$ cat src/design/pir_pkg.sv
package pir_pkg;

    localparam logic [31:0] SEAL_BASIS  = 32'd2166136261;
    localparam logic [31:0] SEAL_PRIME  = 32'd16777619;
    localparam logic [31:0] SHADOW_MASK = 32'hA5A5A5A5;
    localparam logic [31:0] FAULT_MASK  = 32'h00FF00FF;
    localparam logic [4:0]  ROT_ENC     = 5'd7;
    localparam logic [4:0]  ROT_KEY     = 5'd5;

    localparam logic [2:0] REQ_INIT     = 3'd0;
    localparam logic [2:0] REQ_SET      = 3'd1;
    localparam logic [2:0] REQ_GET      = 3'd2;
    localparam logic [2:0] REQ_VALIDATE = 3'd3;
    localparam logic [2:0] REQ_REKEY    = 3'd4;
    localparam logic [2:0] REQ_DEFAULT  = 3'd5;
    localparam logic [2:0] REQ_FAULT    = 3'd6;

    localparam logic [2:0] WHY_NONE    = 3'd0;
    localparam logic [2:0] WHY_NOINIT  = 3'd1;
    localparam logic [2:0] WHY_SEAL    = 3'd2;
    localparam logic [2:0] WHY_SHADOW  = 3'd3;
    localparam logic [2:0] WHY_RANGE   = 3'd4;

    localparam logic [2:0] CFG_ENC      = 3'd0;
    localparam logic [2:0] CFG_RANGE_EN = 3'd1;
    localparam logic [2:0] CFG_MIN      = 3'd2;
    localparam logic [2:0] CFG_MAX      = 3'd3;
    localparam logic [2:0] CFG_FALLBACK = 3'd4;
    localparam logic [2:0] CFG_RECOVERY = 3'd5;

    localparam logic [1:0] REC_RESTORE = 2'd0;
    localparam logic [1:0] REC_CLAMP   = 2'd1;

    localparam logic [3:0] DP_NOP   = 4'd0;
    localparam logic [3:0] DP_LOAD  = 4'd1;
    localparam logic [3:0] DP_INIT  = 4'd2;
    localparam logic [3:0] DP_FIRST = 4'd3;
    localparam logic [3:0] DP_SETV  = 4'd4;
    localparam logic [3:0] DP_DEFV  = 4'd5;
    localparam logic [3:0] DP_FAULT = 4'd6;
    localparam logic [3:0] DP_HASH  = 4'd7;
    localparam logic [3:0] DP_EVAL  = 4'd8;
    localparam logic [3:0] DP_REKEY = 4'd9;
    localparam logic [3:0] DP_ENC   = 4'd10;
    localparam logic [3:0] DP_SEAL  = 4'd11;
    localparam logic [3:0] DP_RVG   = 4'd12;
    localparam logic [3:0] DP_OUT   = 4'd13;

    typedef struct packed {
        logic [3:0] op;
        logic [1:0] hidx;
    } dp_cmd_t;

    typedef struct packed {
        logic [2:0] req;
        logic       ready;
        logic       need_store;
        logic       out_free;
    } dp_stat_t;

    function automatic logic [31:0] rotl(input logic [31:0] x, input logic [4:0] s);
        logic [5:0] r;
        r = 6'd32 - {1'b0, s};
        return (x << s) | (x >> r);
    endfunction

    function automatic logic [31:0] rotr(input logic [31:0] x, input logic [4:0] s);
        logic [5:0] r;
        r = 6'd32 - {1'b0, s};
        return (x >> s) | (x << r);
    endfunction

    function automatic logic [31:0] clamp(input logic [31:0] v, input logic [31:0] lo,
                                          input logic [31:0] hi);
        if ($signed(v) < $signed(lo))
            return lo;
        else if ($signed(v) < $signed(hi))
            return v;
        else
            return hi;
    endfunction

endpackage

$ cat src/design/pir_datapath.sv
module pir_datapath
    import pir_pkg::*;
(
    input  logic        clk,
    input  logic        rst_n,
    input  dp_cmd_t     cmd,
    output dp_stat_t    stat,
    input  logic        cfg_we,
    input  logic [2:0]  cfg_idx,
    input  logic [31:0] cfg_wdata,
    input  logic [2:0]  in_req,
    input  logic [31:0] in_wv,
    input  logic [31:0] in_key,
    output logic        out_valid,
    input  logic        out_ready,
    output logic [31:0] out_rv,
    output logic        out_ok,
    output logic [2:0]  out_reason,
    output logic [31:0] out_total
);

    logic [1:0]  enc_reg, rec_reg;
    logic        ren_reg;
    logic [31:0] min_reg, max_reg, fb_reg;
    logic [31:0] masked_reg, shadow_reg, key_reg, seal_reg, good_reg, cnt_reg;
    logic        ready_reg;
    logic [2:0]  reason_reg;
    logic [2:0]  req_reg;
    logic [31:0] wv_reg, fk_reg, sv_reg, rv_reg, h_reg;
    logic        ok_reg;
    logic        oval_reg;
    logic [31:0] h_next, h_op, dec, enc, rec_v;
    logic [2:0]  why;

    always_comb
    begin
        case (cmd.hidx)
            2'd0:    h_op = SEAL_BASIS ^ masked_reg;
            2'd1:    h_op = h_reg ^ shadow_reg;
            default: h_op = h_reg ^ key_reg;
        endcase
        h_next = h_op * SEAL_PRIME;
    end

    always_comb
    begin
        case (enc_reg)
            2'd0:    dec = masked_reg ^ key_reg;
            2'd1:    dec = rotr(masked_reg, {1'b0, key_reg[3:0]}) ^ key_reg;
            2'd2:    dec = (masked_reg ^ rotr(key_reg, ROT_KEY)) - key_reg;
            default: dec = rotr(masked_reg, ROT_ENC) - key_reg;
        endcase
        case (enc_reg)
            2'd0:    enc = sv_reg ^ key_reg;
            2'd1:    enc = rotl(sv_reg ^ key_reg, {1'b0, key_reg[3:0]});
            2'd2:    enc = (sv_reg + key_reg) ^ rotr(key_reg, ROT_KEY);
            default: enc = rotl(sv_reg + key_reg, ROT_ENC);
        endcase
    end

    always_comb
    begin
        if (!ready_reg)
            why = WHY_NOINIT;
        else if (h_reg != seal_reg)
            why = WHY_SEAL;
        else if (dec != (shadow_reg ^ SHADOW_MASK))
            why = WHY_SHADOW;
        else if (ren_reg && ($signed(dec) < $signed(min_reg) ||
                             $signed(dec) > $signed(max_reg)))
            why = WHY_RANGE;
        else
            why = WHY_NONE;
        case (rec_reg)
            REC_RESTORE: rec_v = good_reg;
            REC_CLAMP:   rec_v = ren_reg ? clamp(good_reg, min_reg, max_reg) : good_reg;
            default:     rec_v = fb_reg;
        endcase
    end

    assign stat.req        = req_reg;
    assign stat.ready      = ready_reg;
    assign stat.need_store = (why != WHY_NONE) && (why != WHY_NOINIT);
    assign stat.out_free   = !oval_reg || out_ready;
    assign out_valid       = oval_reg;

    always_ff @(posedge clk or negedge rst_n)
    begin
        if (!rst_n)
        begin
            enc_reg    <= 2'd0;
            ren_reg    <= 1'b0;
            min_reg    <= 32'h80000000;
            max_reg    <= 32'h7FFFFFFF;
            fb_reg     <= 32'd0;
            rec_reg    <= 2'd2;
            masked_reg <= 32'd0;
            shadow_reg <= 32'd0;
            key_reg    <= 32'd0;
            seal_reg   <= 32'd0;
            good_reg   <= 32'd0;
            cnt_reg    <= 32'd0;
            ready_reg  <= 1'b0;
            reason_reg <= WHY_NONE;
            oval_reg   <= 1'b0;
        end
        else
        begin
            if (cfg_we)
            begin
                unique case (cfg_idx)
                    CFG_ENC:      enc_reg <= cfg_wdata[1:0];
                    CFG_RANGE_EN: ren_reg <= cfg_wdata[0];
                    CFG_MIN:      min_reg <= cfg_wdata;
                    CFG_MAX:      max_reg <= cfg_wdata;
                    CFG_FALLBACK: fb_reg  <= cfg_wdata;
                    CFG_RECOVERY: rec_reg <= cfg_wdata[1:0];
                    default:      ;
                endcase
            end
            if (oval_reg && out_ready && cmd.op != DP_OUT)
                oval_reg <= 1'b0;
            unique case (cmd.op)
                DP_INIT:
                begin
                    key_reg    <= fk_reg;
                    ready_reg  <= 1'b1;
                    reason_reg <= WHY_NONE;
                end
                DP_FIRST:
                begin
                    if (!ready_reg)
                    begin
                        key_reg    <= fk_reg;
                        ready_reg  <= 1'b1;
                        reason_reg <= WHY_NONE;
                    end
                end
                DP_SETV:
                begin
                    good_reg   <= ren_reg ? clamp(wv_reg, min_reg, max_reg) : wv_reg;
                    reason_reg <= WHY_NONE;
                end
                DP_DEFV:
                begin
                    good_reg   <= fb_reg;
                    reason_reg <= WHY_NONE;
                end
                DP_FAULT: masked_reg <= masked_reg ^ FAULT_MASK;
                DP_EVAL:
                begin
                    if (why != WHY_NONE)
                    begin
                        cnt_reg    <= cnt_reg + 32'd1;
                        reason_reg <= why;
                        if (req_reg != REQ_VALIDATE && why != WHY_NOINIT)
                            good_reg <= rec_v;
                    end
                end
                DP_REKEY: key_reg <= fk_reg;
                DP_ENC:
                begin
                    masked_reg <= enc;
                    shadow_reg <= sv_reg ^ SHADOW_MASK;
                end
                DP_SEAL: seal_reg <= h_reg;
                DP_OUT:  oval_reg <= 1'b1;
                default: ;
            endcase
        end
    end

    always_ff @(posedge clk)
    begin
        unique case (cmd.op)
            DP_LOAD:
            begin
                req_reg <= in_req;
                wv_reg  <= in_wv;
                fk_reg  <= in_key;
                ok_reg  <= 1'b0;
            end
            DP_SETV: sv_reg <= ren_reg ? clamp(wv_reg, min_reg, max_reg) : wv_reg;
            DP_DEFV: sv_reg <= fb_reg;
            DP_HASH: h_reg  <= h_next;
            DP_EVAL:
            begin
                ok_reg <= (why == WHY_NONE);
                sv_reg <= rec_v;
                if (req_reg == REQ_VALIDATE)
                    rv_reg <= good_reg;
                else if (why == WHY_NOINIT)
                    rv_reg <= fb_reg;
                else if (why == WHY_NONE)
                    rv_reg <= dec;
                else
                    rv_reg <= rec_v;
            end
            DP_REKEY: sv_reg <= rv_reg;
            DP_RVG:   rv_reg <= good_reg;
            DP_OUT:
            begin
                out_rv     <= rv_reg;
                out_ok     <= ok_reg;
                out_reason <= reason_reg;
                out_total  <= cnt_reg;
            end
            default: ;
        endcase
    end

endmodule

$ cat src/design/pir_ctrl.sv
module pir_ctrl
    import pir_pkg::*;
(
    input  logic     clk,
    input  logic     rst_n,
    input  logic     in_valid,
    output logic     in_ready,
    input  dp_stat_t stat,
    output dp_cmd_t  cmd
);

    localparam logic [3:0] S_IDLE = 4'd0;
    localparam logic [3:0] S_DISP = 4'd1;
    localparam logic [3:0] S_SETV = 4'd2;
    localparam logic [3:0] S_DEFV = 4'd3;
    localparam logic [3:0] S_ENC  = 4'd4;
    localparam logic [3:0] S_STH  = 4'd5;
    localparam logic [3:0] S_SEAL = 4'd6;
    localparam logic [3:0] S_RVG  = 4'd7;
    localparam logic [3:0] S_CHK  = 4'd8;
    localparam logic [3:0] S_EVAL = 4'd9;
    localparam logic [3:0] S_REKY = 4'd10;
    localparam logic [3:0] S_OUT  = 4'd11;

    logic [3:0] state_reg, state_next;
    logic [1:0] step_reg, step_next;

    assign in_ready = (state_reg == S_IDLE);

    always_comb
    begin
        state_next = state_reg;
        step_next  = step_reg;
        cmd.op     = DP_NOP;
        cmd.hidx   = step_reg;
        unique case (state_reg)
            S_IDLE:
            begin
                if (in_valid)
                begin
                    cmd.op     = DP_LOAD;
                    state_next = S_DISP;
                end
            end
            S_DISP:
            begin
                step_next = 2'd0;
                case (stat.req)
                    REQ_INIT:
                    begin
                        cmd.op     = DP_INIT;
                        state_next = S_SETV;
                    end
                    REQ_SET:
                    begin
                        cmd.op     = DP_FIRST;
                        state_next = S_SETV;
                    end
                    REQ_GET, REQ_VALIDATE: state_next = S_CHK;
                    REQ_REKEY: state_next = stat.ready ? S_CHK : S_RVG;
                    REQ_DEFAULT:
                    begin
                        cmd.op     = DP_FIRST;
                        state_next = S_DEFV;
                    end
                    REQ_FAULT:
                    begin
                        cmd.op     = DP_FAULT;
                        state_next = S_RVG;
                    end
                    default: state_next = S_RVG;
                endcase
            end
            S_SETV:
            begin
                cmd.op     = DP_SETV;
                state_next = S_ENC;
            end
            S_DEFV:
            begin
                cmd.op     = DP_DEFV;
                state_next = S_ENC;
            end
            S_ENC:
            begin
                cmd.op     = DP_ENC;
                step_next  = 2'd0;
                state_next = S_STH;
            end
            S_STH:
            begin
                cmd.op    = DP_HASH;
                step_next = step_reg + 2'd1;
                if (step_reg == 2'd2)
                    state_next = S_SEAL;
            end
            S_SEAL:
            begin
                cmd.op     = DP_SEAL;
                state_next = (stat.req == REQ_REKEY) ? S_OUT : S_RVG;
            end
            S_RVG:
            begin
                cmd.op     = DP_RVG;
                state_next = S_OUT;
            end
            S_CHK:
            begin
                cmd.op    = DP_HASH;
                step_next = step_reg + 2'd1;
                if (step_reg == 2'd2)
                    state_next = S_EVAL;
            end
            S_EVAL:
            begin
                cmd.op = DP_EVAL;
                if (stat.req == REQ_REKEY)
                    state_next = S_REKY;
                else if (stat.req == REQ_GET && stat.need_store)
                    state_next = S_ENC;
                else
                    state_next = S_OUT;
            end
            S_REKY:
            begin
                cmd.op     = DP_REKEY;
                state_next = S_ENC;
            end
            S_OUT:
            begin
                if (stat.out_free)
                begin
                    cmd.op     = DP_OUT;
                    state_next = S_IDLE;
                end
            end
            default: state_next = S_IDLE;
        endcase
    end

    always_ff @(posedge clk or negedge rst_n)
    begin
        if (!rst_n)
        begin
            state_reg <= S_IDLE;
            step_reg  <= 2'd0;
        end
        else
        begin
            state_reg <= state_next;
            step_reg  <= step_next;
        end
    end

endmodule

$ cat src/design/protected_int_register.sv
// Protected signed 32-bit register.
// Requests arrive on the s_ stream: tuser carries req_type, tdata carries
// write_value and fresh_key. Every request gives one result transfer on the
// m_ stream: read_value, check_ok, last_reason and tamper_total.
// Configuration registers are written on the cfg_ channel (always ready);
// the user is to write them only while the block is idle: the block itself
// does not enforce this. Index 0..5 select encoding, range enable, range
// min, range max, fallback value and recovery mode. Other indexes are ignored.
// One request is processed at a time. The seal is a three-word hash run over
// one shared multiplier, one word per cycle, once for a check and once for a
// store. Fault injection, unknown requests and rekey before init skip the
// hash; get or validate run the check; init, set and reset to default run the
// store; rekey or a recovering get run the check and then the store.
// The result sits in an output register; s_tready rises again as soon as the
// result is written there, and a stalled receiver holds the next result back.
// Reset clears the stored value, key, seal and counter, returns the
// configuration to its defaults, and leaves the block uninitialized.
module protected_int_register
    import pir_pkg::*;
(
    input  logic        clk,
    input  logic        rst_n,
    input  logic        s_tvalid,
    output logic        s_tready,
    input  logic [63:0] s_tdata,  // write_value[31:0], fresh_key[63:32]
    input  logic [2:0]  s_tuser,  // req_type[2:0]
    output logic        m_tvalid,
    input  logic        m_tready,
    output logic [71:0] m_tdata,  // read_value[31:0], check_ok[32], last_reason[35:33],
                                  // tamper_total[67:36], zero[71:68]
    input  logic        cfg_valid,
    output logic        cfg_ready,
    input  logic [2:0]  cfg_index,
    input  logic [31:0] cfg_data
);

    dp_cmd_t     cmd;
    dp_stat_t    stat;
    logic [31:0] rv, total;
    logic        ok;
    logic [2:0]  reason;

    assign cfg_ready = 1'b1;
    assign m_tdata   = {4'd0, total, reason, ok, rv};

    pir_ctrl u_ctrl
    (
        .clk      (clk),
        .rst_n    (rst_n),
        .in_valid (s_tvalid),
        .in_ready (s_tready),
        .stat     (stat),
        .cmd      (cmd)
    );

    pir_datapath u_dp
    (
        .clk        (clk),
        .rst_n      (rst_n),
        .cmd        (cmd),
        .stat       (stat),
        .cfg_we     (cfg_valid),
        .cfg_idx    (cfg_index),
        .cfg_wdata  (cfg_data),
        .in_req     (s_tuser),
        .in_wv      (s_tdata[31:0]),
        .in_key     (s_tdata[63:32]),
        .out_valid  (m_tvalid),
        .out_ready  (m_tready),
        .out_rv     (rv),
        .out_ok     (ok),
        .out_reason (reason),
        .out_total  (total)
    );

endmodule

$ cat config.mk
export PLATFORM = sky130hd
export DESIGN_NAME = protected_int_register
export DESIGN_NICKNAME = d
export VERILOG_FILES = /design/src/design/pir_pkg.sv /design/src/design/pir_datapath.sv /design/src/design/pir_ctrl.sv /design/src/design/protected_int_register.sv
export SDC_FILE = /design/constraint.sdc
export NUM_CORES = 2
export LEC_CHECK = 0
export ABC_AREA = 0
export BUFFER_PORTS_ARGS = -buffer_cell sky130_fd_sc_hd__buf_2
export CAP_MARGIN = 10
export CORE_MARGIN = 5
export CORE_UTILIZATION = 50
export DETAILED_ROUTE_END_ITERATION = 8
export PLACE_DENSITY_LB_ADDON = 0.3
export SLEW_MARGIN = 30
export SYNTH_ARGS = -nofsm -noshare
export SYNTH_HDL_FRONTEND = slang
export SYNTH_SLANG_ARGS = --single-unit
$ cat constraint.sdc
create_clock -name clk -period 7.8 [get_ports clk]
set_input_delay 1.56 -clock clk [delete_from_list [all_inputs] [get_ports clk]]
set_output_delay 1.56 -clock clk [all_outputs]
set_load 0.1 [all_outputs]
Yosys cells after proc, flatten, opt, wreduce, memory -nomap -nowiden
Index checks and enable logic that the tools add are counted.

$add $sub $neg: 6. Multiply operators: 1. Div/mod/pow operators: 0. Magnitude comparators: 6. Eq/ne operators: 53. Shift operators: 4. Multiplexer cells: 46. Bitwise logic cells: 17. Reduce and logical (&&, ||, !) cells: 47.

Operators by type and width (number): 2-to-1 mux 32 bit (12); case mux 32 bit (2 select lines) (5); case mux 32 bit (3 select lines) (3); bitwise XOR 32 bit (7); < comparator 32 bit (5); case mux 32 bit (4 select lines) (1); != test 32 bit (2); bitwise OR 32 bit (2); subtractor 32 bit (2); NOT 16 bit (3); case mux 4 bit (11 select lines) (1); == test 4 bit, second input constant (10); case mux 4 bit (10 select lines) (1); 2-to-1 mux 4 bit (9); adder 32 x 1 -> 32 bit, second input constant (1); adder 32 bit (1); == test 4 x 3 -> 1 bit, second input constant (8); greater-than comparator 32 bit (1); multiplier 32 x 25 -> 32 bit, second input constant (1); bitwise OR 25 x 32 -> 32 bit (1); bitwise OR 27 x 32 -> 32 bit (1); bitwise OR 32 x 7 -> 32 bit (1); << shifter 32 x 4 -> 32 bit (1); << shifter 32 x 6 -> 32 bit (1); 38 further kinds (100).

Bits in registers: 536. Bits in latches: 0. Memory bits (writable): 0. Memory bits (read-only): 0. Input port bits: 107. Output and inout port bits: 75. Word-level logic and storage cells: 209. Memories kept: 0.

Depth between registers and ports, before layout
Depth in word-level cells: 18. Gate-level depth with buffers: 37. Gate-level depth less buffers: 29.

By module
From an unflattened synthesis, not the netlist that was laid out.

Cell total of the unflattened synthesis: 5340. Area total of the unflattened synthesis: 48191.2 um2.

Modules (own cells, without submodules): pir_datapath (instances 1, cells an instance 5228, area each 47309.1 um2, seq. area each 14465.1 um2); pir_ctrl (instances 1, cells an instance 104, area each 829.5 um2, seq. area each 150.1 um2); protected_int_register (instances 1, cells an instance 8, area each 52.6 um2, seq. area each 0.0 um2).

Least setup slack after synthesis
No wires, ideal clock.

Kind: register -> register. Start: reg u_dp.key_reg[0]. End: reg u_dp.h_reg[31], data pin. Setup time: 268 ps. Arrival time: 7686 ps. Data required time: 7532 ps. Setup slack: -154 ps. Stages on the path, launching flop included: 36. Path buffers: 9. Clock period less this slack: 7954 ps. Cells stage by stage: dfrtp_1 -> buf_6 -> buf_8 -> buf_8 -> buf_12 -> buf_2 -> buf_1 -> buf_2 -> buf_1 -> buf_2 -> mux2i_1 -> xor2_1 -> mux2i_1 -> ha_1 -> ha_1 -> ha_1 -> inv_1 -> fa_1 -> inv_1 -> ha_1 -> inv_1 -> fa_1 -> inv_1 -> ha_1 -> o21ai_0 -> nand2b_1 -> a31oi_1 -> a2bb2oi_1 -> a31o_2 -> a211oi_1 -> a41o_1 -> o41ai_1 -> o21ai_0 -> o21ai_0 -> nand2b_1 -> xnor3_1.

Cells in the longest elaborated chain, start to end: 3.

RTL lines: start, declared (line pir_datapath.sv:25) `logic [31:0] masked_reg, shadow_reg, key_reg, seal_reg, good_reg, cnt_reg;`; start signal, assigned (line pir_datapath.sv:126) `key_reg <= fk_reg;`; start signal, assigned (line pir_datapath.sv:134) `key_reg <= fk_reg;`; start signal, assigned (line pir_datapath.sv:160) `DP_REKEY: key_reg <= fk_reg;`; bitwise XOR 32 bit (line pir_datapath.sv:40) `default: h_op = h_reg ^ key_reg;`; case mux 32 bit (2 select lines) (line pir_datapath.sv:37) `case (cmd.hidx)`; multiplier 32 x 25 -> 32 bit (line pir_datapath.sv:42) `h_next = h_op * SEAL_PRIME;`; named net u_dp.h_next[31] (line pir_datapath.sv:32) `logic [31:0] h_next, h_op, dec, enc, rec_v;`; end signal, assigned (line pir_datapath.sv:185) `DP_HASH: h_reg <= h_next;`; end, declared (line pir_datapath.sv:29) `logic [31:0] wv_reg, fk_reg, sv_reg, rv_reg, h_reg;`.

The timed path passes the listed nets, and every way through them passes these cells. A chain may end at the register's enable or synchronous reset.

Final worst setup path
Start: reg u_ctrl.step_reg[1]. End: reg u_dp.h_reg[31], data pin.

Cells in the longest elaborated chain, start to end: 3. Elaborated cells on any way between the ends: 4. Classes of those cells: mul: 1; eq/ne: 1; mux: 1; reduce/logical: 1.

RTL lines: start, declared (line pir_ctrl.sv:26) `logic [1:0] step_reg, step_next;`; start signal, assigned (line pir_ctrl.sv:151) `step_reg <= step_next;`; == test 2 x 1 -> 1 bit / logical NOT 2 bit (equally long branches) (line pir_datapath.sv:37); case mux 32 bit (2 select lines) * (line pir_datapath.sv:37); multiplier 32 x 25 -> 32 bit * (line pir_datapath.sv:42); named net u_dp.h_next[31] (line pir_datapath.sv:32).

The timed path passes the listed nets; every way through them passes the cells marked *.

==> impl_summary.md <==
STA
The worst-case hold slack is 0.4519 ns. The final hold violation count is 0. The fmax is 0.1341 GHz. The worst slew margin relative to its limit is 27.41%. The worst path setup slack after routing is 0.3445 ns. The final worst clock skew is 0.04283 ns.

The final critical path time including I/O delays and setup is 7.455 ns. Setup violations remaining at the end of the flow were counted as 0. Of the available clock period, the critical path in the final layout requires 95.58%. Setup repair after global routing left no endpoint under its margin.

The final-report max-slew violation count is 0. The transition time of the tightest slew-check pin is 1.075 ns.

Critical path
The endpoint identified for the worst register-to-register timing path is u_dp.h_reg[31]. In this run the worst path has a maximum fanout of 6. The largest single stage delay on the critical path is 0.70 ns. The slowest stage of the critical path is the mux2i_1 cell. The arrival time at the worst endpoint is 7.88 ns.

The worst setup path is launched from a flip-flop. The worst register-to-register path has a depth of 27. The reg2reg setup slack is 0.34 ns. The critical path is of the reg -> reg type. The origin of the critical flop-to-flop path is u_ctrl.step_reg[1]. At the worst endpoint, the required time is 8.22 ns.

The sort of element at the end of the critical path is a flip-flop. The beginning of the critical path is u_ctrl.step_reg[1]. The library cell appearing most often on the critical path is ha_1. The end point of the critical path is u_dp.h_reg[31].

Global routing
Across every metal layer, demand over resource in global routing totals 37.93%. The via count of the first global-routing pass is 42,820. The initial antenna violation count came to 6. The wire length of the first global-routing pass is 292.0 mm. The largest net degree at the start of global routing is 135.

After global routing the overflow that remains totals 0.

Floorplanning
The number of top-level design ports is 182. The y dimension of the die is 320.2 µm. The effective utilization at floorplan is 50.48%. Measured along the x axis, the die boundary spans 320.2 µm. The area of the placeable core is 0.09529 mm². In this run the core area contains 113 standard-cell rows.

The overall die area is 0.1025 mm².

Clock network
Clock tree synthesis inserted a total of 61 buffers. The count of hold-fix buffers inserted at cts is 0. The H-tree was split into 2 levels.

The clock tree from TritonCTS is done. CTS placed an instance of clkbuf_16 at the clock tree root. The clock-pin slew reported for the worst setup and hold paths after clock tree synthesis is 0.07 ns. Clock latency on the worst-skew pair, taken at its later pin, is 0.68 ns. Counting along the longest clock path gives a buffer depth of 3. For this design, the sink count on the clock tree is 536.

Final layout
The number of filler cells placed in the layout is 8,591. The total area of multi-input combinational cells is 0.03089 mm². The net count of the finished layout is 5,906. The area growth from synthesis to layout is 10.92%. The sequential cell area is 0.01463 mm². After routing the design area is 0.05336 mm². In the final layout, the share of cells above drive strength 1 is 17.83%.

After the flow finishes, the layout carries non-filler instances totaling 6,600. The antenna diode count is 0.

Placement
The number of input and output port buffers inserted is 176. The setup slack after placement is -0.3866 ns. The estimated wirelength of the detail-placed design is 152.6 mm. The weighted congestion at the end of routability-driven global placement is 1.080. Once placement completed, the tool counted placed cells totaling 6,484. The post-placement cell area is 0.05126 mm².

Yosys
After synthesis the cells add up to 0.04810 mm². In the post-synthesis netlist, the cell with the most instances is nand2_1. The portion of synthesized cell area occupied by the leading cell type is 14.48%. Of all flip-flops after synthesis, the portion carrying an async set or reset was 56.72%. In the synthesized netlist, the cells that appear most often are 494 x nand2_1, 441 x ha_1, 359 x inv_1. The number of flops mapped to enable cells by yosys is 232.

The Yosys warning count is 0. Counting flops and latches in the post-synthesis netlist gives 536. Of the synthesized area, sequential elements account for 30.38%. Counting every instance in the synthesized netlist gives 5,139. The post-synthesis cell type count is 116. The cell taking the most area after synthesis is edfxtp_1. By area the synthesized netlist is led by edfxtp_1 14%, dfrtp_1 14%, ha_1 11%. The average instance in the mapped netlist occupies 9.361 µm². In the synthesized netlist the dominant register cell turns out to be dfrtp_1.

Drt
After detailed routing, the number of remaining DRC violations is 0. The residual antenna-violating net count after detailed routing is 0. After detailed routing, the number of vias per cell comes to 6.682. Dividing the detail-routed wire length by the instance count gives 30.40 µm.

The routed layout has 44,100 vias. The routed design has 200.7 mm of wire. The number of DRC markers in iteration 0 is 5,550. The number of detailed-route iterations in the first pass is 7.

Worst hold path
The kind of path behind the tightest hold check is reg -> reg.

Status
The flow ran to the end, and the final reports show no timing, DRC or antenna violations.

Job
The tool flagged a number of max-cap violations equal to 0.
==> placed cells by master (no fill, tap or decap), types with 81 or more instances in the layout <==
cell type    n
mux2i_1    176
nand2_1    490
o21ai_0    333
mux2_2     169
buf_2      176
buf_4      240
inv_1      357
xor2_1     115
ha_1       438
a21o_1     106
dfrtp_1    265
a21oi_1    235
nand3_1     90
edfxtp_1   232
nor3_1      81
xnor2_1    198
nor2_1     279
==> worst max-delay path: cells and delay by family (launching register included) <==
family / cells / cell delay, ns
buf+inv: 4 / 0.37
simple gates: 3 / 0.29
xor+xnor: 2 / 0.34
mux: 2 / 1.32
compound gates: 8 / 1.57
fa+ha+maj: 8 / 2.90
flops: 1 / 0.40
==> metal layers <==
layer | global-route usage, % | vias to the layer above | share of wire [%]
li1 | - | 19050 | -
met1 | 49.28 | 21420 | 38
met2 | 57.44 | 2849 | 43
met3 | 8.172 | 785 | 11
met4 | 24.80 | 6 | 8.4
met5 | 0 | - | 0.020
==> cell type report <==
type / instances / share of cell area, %
Sequential cell: 536 / 27.42
Clock buffer: 72 / 2.994
Inverter: 361 / 2.542
Timing Repair Buffer: 427 / 5.419
Tap cell: 1265 / 2.966
Clock inverter: 44 / 0.7738
Multi-Input combinational cell: 3895 / 57.89
==> worst min path at each step <==
stage	startpoint	to	slack, ns	depth (start not counted)
final	u_dp.rv_reg[27]	u_dp.out_rv[27]	0.45	0
after floorplan	u_dp.ok_reg	u_dp.out_ok	0.40	0
after CTS	u_dp.rv_reg[27]	u_dp.out_rv[27]	0.45	0
after detailed placement	u_dp.rv_reg[27]	u_dp.out_rv[27]	0.44	0
after global routing	u_dp.cnt_reg[27]	u_dp.out_total[27]	0.46	0
after global placement	u_dp.rv_reg[27]	u_dp.out_rv[27]	0.44	0
==> cell families (layout without fill, tap and decap cells) <==
family / Yosys count / in the layout / synth area share, %
XOR/XNOR: 322 / 322 / 6.063
flip-flops: 536 / 536 / 30.38
multiplexers: 445 / 445 / 11.88
AO/OA/AOI/OAI: 1302 / 1302 / 18.22
buffers and inverters: 711 / 904 / 5.956
other: 2 / 5 / 0.01561
adder cells (fa/ha/maj): 517 / 517 / 14.63
AND/OR/NAND/NOR: 1304 / 1304 / 12.85
==> metrics by stage <==
step                      setup TNS, ns  util (%)
after CTS                             0     55.93
final                                 0     56.00
after global routing                  0     56.00
after detailed placement        -0.9196     53.80
after global placement           -1.894     53.73
after floorplan                       0         -
==> what timing repair did <==
| action | in CTS | in global routing |
|---|---|---|
| resized for setup | 6 | 15 |
| pin swaps | 0 | 0 |
| setup endpoints to repair | 4 | 106 |
| buffers inserted | 0 | 0 |
Power is not shown: default switching activity piles up to over one toggle a cycle in this logic, so the estimate is an artifact.
